### config.mk
export PLATFORM = sky130hd
export DESIGN_NAME = ptsg_queue
export DESIGN_NICKNAME = d
export VERILOG_FILES = /design/src/rtl/core/ptsg_pkg.sv /design/src/rtl/core/ptsg_queue.sv
export SDC_FILE = /design/constraint.sdc
export NUM_CORES = 1
export LEC_CHECK = 0
export ABC_AREA = 1
export BUFFER_PORTS_ARGS = -buffer_cell sky130_fd_sc_hd__clkbuf_2
export CAP_MARGIN = 10
export CORE_AREA = 10 10 162 164
export CTS_CLUSTER_SIZE = 16
export DETAILED_ROUTE_END_ITERATION = 8
export DIE_AREA = 0 0 172 174
export PLACE_DENSITY = 0.64
export SLEW_MARGIN = 20
export SYNTH_ARGS = -nofsm -noshare
export SYNTH_HDL_FRONTEND = slang
export SYNTH_SLANG_ARGS = --single-unit
### constraint.sdc
create_clock -name clk -period 4.2 [get_ports clk]
set_input_delay 0.84 -clock clk [delete_from_list [all_inputs] [get_ports clk]]
set_output_delay 0.84 -clock clk [all_outputs]
set_load 0.01 [all_outputs]
### src/rtl/core/ptsg_pkg.sv
package ptsg_pkg;

  localparam int IDX_W      = 12;
  localparam int COORD_W    = 16;
  localparam int LANES      = 3;
  localparam int LIMIT_W    = 16;
  localparam int RATE_W     = 9;
  localparam int LIM2_W     = 2 * LIMIT_W;
  localparam int SQ_W       = 32;
  localparam int DIST2_W    = SQ_W + 2;
  localparam int DIFF_W     = COORD_W + 1;
  localparam int BLEND_W    = RATE_W + 1 + DIFF_W;
  localparam int FRAC_BITS  = 8;

  localparam int S_TDATA_W  = 64;
  localparam int M_TDATA_W  = 48;
  localparam int CFG_ADDR_W = 1;
  localparam int CFG_DATA_W = 16;

  localparam int NUM_POINTS_DEF  = 4096;
  localparam int QUEUE_DEPTH_DEF = 4;

  localparam logic [RATE_W-1:0]  RATE_ONE    = 9'd256;
  localparam logic [RATE_W-1:0]  RATE_RESET  = 9'd128;
  localparam logic [LIMIT_W-1:0] LIMIT_RESET = 16'd4000;

  typedef enum logic [CFG_ADDR_W-1:0] {
    REG_DISTANCE_LIMIT = 1'b0,
    REG_SMOOTHING_RATE = 1'b1
  } reg_idx_t;

  // one classified item as it sits in the queue
  typedef struct packed {
    logic                          in_range;
    logic [IDX_W-1:0]              idx;
    logic                          valid;
    logic [LANES-1:0][COORD_W-1:0] c;      // c[0] = x, c[1] = y, c[2] = z
  } item_t;

  // one stored point; seen is cleared by the sweep after reset
  typedef struct packed {
    logic                          seen;
    logic                          valid;
    logic [LANES-1:0][COORD_W-1:0] c;
  } entry_t;

  typedef struct packed {
    logic [LIM2_W-1:0] lim2;
    logic [RATE_W-1:0] rate;
  } cfg_t;

  typedef struct packed {
    logic full;
    logic empty;
  } qstat_t;

  typedef struct packed {
    logic clearing;
    logic busy;
  } bkstat_t;

endpackage

### src/rtl/core/ptsg_queue.sv
module ptsg_queue #(
  parameter int DEPTH = ptsg_pkg::QUEUE_DEPTH_DEF
) (
  input  logic             clk,
  input  logic             rst,
  input  logic             push,
  input  ptsg_pkg::item_t  push_item,
  input  logic             pop,
  output ptsg_pkg::item_t  head,
  output ptsg_pkg::qstat_t q_stat
);
  import ptsg_pkg::*;

  localparam int PW = (DEPTH > 1) ? $clog2(DEPTH) : 1;
  localparam int CW = $clog2(DEPTH + 1);

  item_t         slots [DEPTH];
  logic [PW-1:0] wr_ptr;
  logic [PW-1:0] rd_ptr;
  logic [CW-1:0] count;

  function automatic logic [PW-1:0] wrap_inc(input logic [PW-1:0] p);
    return (p == PW'(DEPTH - 1)) ? '0 : p + 1'b1;
  endfunction

  assign head         = slots[rd_ptr];
  assign q_stat.full  = (count == CW'(DEPTH));
  assign q_stat.empty = (count == '0);

  always_ff @(posedge clk) begin
    if (push) begin
      slots[wr_ptr] <= push_item;
    end
  end

  always_ff @(posedge clk) begin
    if (rst) begin
      wr_ptr <= '0;
      rd_ptr <= '0;
      count  <= '0;
    end else begin
      if (push) begin
        wr_ptr <= wrap_inc(wr_ptr);
      end
      if (pop) begin
        rd_ptr <= wrap_inc(rd_ptr);
      end
      if (push && !pop) begin
        count <= count + 1'b1;
      end else if (pop && !push) begin
        count <= count - 1'b1;
      end
    end
  end

endmodule

==> results of run 1 <==
[state kept, by name, summed over array words and instances (netlist names), named ones only]
signal  cells
rd_ptr      2
count       3
wr_ptr      2
slots     248
[stage by stage]
stage	hold WS (ns)	instance area [µm²]	cells	setup WS [ns]	total power, mW
floorplan	0.490	10200	659	1.70	3.41
global placement	0.527	11000	1048	1.59	3.63
detailed placement	0.540	11000	1048	1.58	3.64
CTS	0.524	11900	1093	1.02	5.87
global route	0.526	11900	1093	0.861	6.04
finish	0.538	11900	1094	1.06	5.80
[cell type report]
cell class                      count  share of cell area, %
Sequential cell                   257                   64.2
Multi-Input combinational cell    346                   18.7
Timing Repair Buffer              139                   6.28
Clock buffer                       33                   6.21
Tap cell                          290                   3.05
Clock inverter                     12                  0.874
Inverter                           16                  0.600
Antenna cell                        1                 0.0211
[how the worst max path moves through the flow]
stage / slack [ns] / to / startpoint
2_1_floorplan: 1.70 / slots[3][0] / push
3_3_place_gp: 1.59 / head[52] / flop
3_5_place_dp: 1.58 / head[47] / flop
4_1_cts: 1.02 / head[47] / flop
5_1_grt: 0.86 / head[0] / flop
6_report: 1.06 / head[50] / flop
[layout by cell type, fill, tap and decap left out, types with 2 or more instances in the layout]
cell         n
clkbuf_16   27
o22ai_2     60
nand2_1      8
o22ai_1      2
nor2_1      72
clkbuf_2   129
clkbuf_8     4
buf_12       2
bufinv_16    2
edfxtp_1   248
nor3_1       4
ha_1         6
buf_4        8
a21oi_1      3
nor2_2      60
inv_1       10
clkbuf_1     2
dfxtp_1      7
o21ai_1     13
clkinv_2     8
o21ai_0    114
clkinv_1     5
inv_2        2
[metal layers]
metal | up-vias | track usage (%) | routed length [µm] | part of all wire (%)
li1 | 2721 | - | - | -
met1 | 2764 | 18.0 | 9120 | 44
met2 | 163 | 21.0 | 9620 | 46
met3 | 24 | 4.17 | 1760 | 8.5
met4 | 0 | 2.98 | 284 | 1.4
met5 | - | 0 | 0 | 0
[synth_stat cells (all sizes together)]
cell    number
nor3         4
fa           1
inv         16
ha           6
o21ai      127
o22ai       62
clkbuf      16
buf         24
nand4        1
edfxtp     248
dfxtp        9
nand3        1
xor2         1
a21oi        3
nor2       132
nand2        8
[power by group through the flow]
stage | Sequential, mW | Clock [mW] | Combinational (mW)
floorplan | 3.01 | 0 | 0.399
global placement | 3.02 | 0 | 0.616
detailed placement | 3.02 | 0 | 0.621
CTS | 2.97 | 2.28 | 0.623
global route | 2.97 | 2.40 | 0.673
finish | 2.96 | 2.23 | 0.604
[kinds of logic (layout without fill, tap and decap cells)]
kind of cell               Yosys count  after routing  share of synthesized area [%]
DFF                                257            257                           74.6
AOI/OAI and AO/OA                  192            192                           13.8
and+or+nand+nor                    146            146                           6.91
buffers and inverters               56            200                           3.68
adders and majority gates            7              7                          0.930
xor gates and xnor gates             1              1                         0.0856
other                                0              1                              0
[worst max-delay path, cell delays in order, from the launching register on]
cell and delay (ns):
dfxtp_4 0.46, inv_8 0.67, o21ai_0 0.21, o22ai_2 0.21, clkbuf_2 0.17
==> metrics.txt, run 1 <==
status=finished, final reports clean; total wire length=20800 µm; CTS tree=yes; total track usage=13.5%; DR WL/cell=19.0 µm; Clock Tree Buf Depth=3; endpoints failing setup=0; Sequential Area=7630 µm²; Reg power frac=51.1%; clock skew=0.00792 ns; Post-DP HPWL=12200 µm; Placer Congestion=0.726; MaxCap Viol Count=0; vias in the first global route=5683; switching fraction of total power=22.5%; distinct cell type count after synthesis=25; routed vias=5672; post-layout minimum cycle time=3.14 ns; fin crit share=74.7%; Hold Path Sink=wr_ptr[0]; Port Buffers=129; H-tree depth=1; Fin Setup TNS=0 ns; Hold Path Class=input port to flop; first-pass GRT wire length=31800 µm; Leakage Power=4.20 nW; hold_buf cts=0; Die X=172 µm; sw power=1.31 mW; hold path cells=2; global route total overflow=0; R2R depth=5; Synth Area per Inst=15.5 µm²; post-layout utilization of the core=51.4%; measured slew at the worst slew-check pin=1.03 ns; largest net degree at the start of global routing=125; Final ANT Viol Nets=0; area grow syn2layout=16.2%; Setup Fix Bufs, Post-CTS=0; top post-synthesis cells by area=edfxtp_1 73%, o22ai_2 7.3%, o21ai_0 5.6%; hold wc startpoint=rst; Starting Density=44.2%; Mapped Cells=659; clk_lat worst skew=0.51 ns; post-CTS sizing=0; largest area contributor in the netlist=edfxtp_1; Fillers=1961; vias per cell=5.18; synthesized flop and latch total=257; Worst R2R End=slots[2][10]; Core Area=23100 µm²; Seq/Total Area, Yosys=74.6%; flop-to-flop setup slack=2.02 ns; worst vdd ir=240 µV; share of layout cells above drive strength 1=38.0%; Final Hold Viols=0; Worst R2R Start=wr_ptr[0]; Comb power frac=10.4%; Clock Pin Slew Worst Setup and Hold Paths=0.06 ns; initial antenna violation count=1; Crit. End Element=output port; 1st-pass router iterations=4; WP data arrival=2.30 ns; synth warn=0; Root Buffer=clkbuf_16; area of the multi-input gates=2220 µm²; Setup crit start kind=flop; clock sinks=257; Clock Power Share=38.5%; DRT iter0 DRCs=355; kind of critical path=flop to output port; RSZ-0062 raised after global routing=no; Residual DRC=0; # nets final=859; internal power=4.49 mW; worst rel slew slack=31.4%; Die H=174 µm; f_max=0.319 GHz; Die Footprint=29900 µm²; pwr/cell area=488 nW/µm²; synthesized area=10200 µm²; area share of the largest cell type after synthesis=72.8%; Max FO, Critical Path=124; CTS Buf Count=26; Synthesized Nets=732; max-slew violations=0; Worst EP required=3.36 ns; IO Count=130; row cnt=56
(Power assumes the default switching activity.)
==> run 2: changes to the inputs <==
Settings changed: PLACE_DENSITY 0.64 to 0.66.
Clock period 4.2 ns to 2.5 ns, I/O delays scaled along.
==> run 2 against run 1 <==
Compared with the run above:
- non-clock buffer count up 3
- clock-buffer cell count up 2
- first-iteration DRC count up 9.3%
- largest cell class unchanged
- cell count up 0.55%
- highest routed layer unchanged
- global-route usage up 0.12 points
==> metrics.txt, run 2 (synthesized netlist as in run 1, its figures left out) <==
fin crit share=97.1%; vias per cell=5.23; RSZ-0062 raised after global routing=yes; Port Buffers=129; Root Buffer=clkbuf_16; hold path cells=1; CTS Buf Count=26; Final Hold Viols=0; vias in the first global route=5904; Clock Tree Buf Depth=3; area grow syn2layout=17.7%; WP data arrival=1.93 ns; Fin Setup TNS=0 ns; measured slew at the worst slew-check pin=0.419 ns; kind of critical path=flop to output port; flip-flop count of the largest register after layout=248; Worst R2R End=slots[2][20]; clk_lat worst skew=0.52 ns; IO Count=130; first-pass GRT wire length=32300 µm; most frequent cells in the layout=248 x edfxtp_1, 129 x clkbuf_2, 114 x o21ai_0, 72 x nor2_1; row cnt=56; status=finished, final reports clean; most flop-heavy register=slots; flop-to-flop setup slack=1.04 ns; Leakage Power=4.26 nW; Final Cell Area=12000 µm²; slowest cell on the critical path=dfxtp_4; routed vias=5754; Die Footprint=29900 µm²; Residual DRC=0; DR WL/cell=19.6 µm; Setup crit start kind=flop; hold wc startpoint=push_item[43]; 1st-pass router iterations=4; endpoints failing setup=0; Max FO, Critical Path=46; Core Area=23100 µm²; Area after DPL=11100 µm²; Worst R2R Start=wr_ptr[0]; total power=9.98 mW; total track usage=13.6%; family with the most delay on the worst path=buffers and inverters; Final ANT Viol Nets=0; max-slew violations=0; post-layout minimum cycle time=2.43 ns; largest net degree at the start of global routing=97; global route total overflow=0; final worst slack=0.0722 ns; worst slack, placed=0.597 ns; Starting Density=44.2%; Die H=174 µm; Fillers=1924; Setup Fix Bufs, Post-CTS=0; Crit. End Element=output port; pwr/cell area=829 nW/µm²; worst rel slew slack=72.0%; Die X=172 µm; f_max=0.412 GHz; H-tree depth=1; # nets final=862; total wire length=21500 µm; MaxCap Viol Count=0; share of layout cells above drive strength 1=38.1%; R2R depth=5; worst vdd ir=503 µV; Hold Path Class=input port to flop; Hold Path Sink=slots[3][43]; Worst EP required=2.00 ns; CTS tree=yes; DRT iter0 DRCs=388; hold_buf cts=0; clock skew=0.0164 ns; biggest registers after layout=slots x248, count x3; slowest stage delay, CP=0.39 ns; initial antenna violation count=3; Placer Congestion=0.698; clock sinks=257; critical path, cell by cell=inv_8, buf_12, nor2_2, o22ai_2, clkbuf_2; Clock Pin Slew Worst Setup and Hold Paths=0.06 ns; Post-DP HPWL=12000 µm; commonest non-fill, non-tap cell in the layout=edfxtp_1; WP buf/inv=3
run 2: cell types whose count changed in the layout (fill, tap and decap cells not counted), sizes merged:
cell and delta:
clkbuf +3, clkinvlp +1, inv +1, buf +2
clkinv -3, bufinv +2
run 2: through the flow:
stage	cells	utilization [%]	hold slack (ns)
after floorplan	659	-	0.490
after global placement	1050	48.1	0.520
after detailed placement	1050	48.1	0.534
after CTS	1098	51.9	0.171
after global routing	1099	52.1	0.180
final	1100	52.1	0.199
run 2: worst max path at each step:
stage	from	to	slack, ns	cells after the start
CTS	flop	head[53]	0.03	4
floorplan	wr_ptr[0]	slots[3][0]	0.29	3
detailed placement	flop	head[53]	0.60	4
global placement	flop	head[53]	0.56	4
global route	flop	head[23]	-0.04	5
finish	flop	head[17]	0.07	5
run 2: per-layer routing:
metal	global-route usage, %	wire, µm
met5	0	0
met4	2.95	360
met2	22.2	10300
met3	4.60	1690
met1	17.0	9230
run 2: power breakdown:
| group | internal (mW) | switching [mW] |
|---|---|---|
| Sequential | 4.92 | 0.0550 |
| Clock | 2.42 | 1.52 |
| Combinational | 0.385 | 0.688 |
| Total | 7.72 | 2.26 |
run 2: cell type report:
cell class / instances / area [µm²] / share of cell area [%]
well taps: 290 / 363 / 3.01
diodes: 1 / 2.50 / 0.0208
multi-input cells: 346 / 2220 / 18.5
repair buffers: 142 / 868 / 7.21
inverters: 16 / 70.1 / 0.582
flip-flops and latches: 257 / 7630 / 63.4
clock inverters: 13 / 168 / 1.39
clock buffers: 35 / 716 / 5.94
run 2: timing repair:
item                                    in CTS  in global routing
hold endpoints to repair                     0                  0
resized for setup                            0                  1
endpoints found under the setup margin       0                  3
run 2: worst register-to-register path, delay by kind of cell, from the launching register on:
family | cells | cell delay, ns
buffers and inverters | 3 | 0.50
flip-flops | 1 | 0.35
adder cells (fa/ha/maj) | 1 | 0.14
AND/OR/NAND/NOR | 1 | 0.06
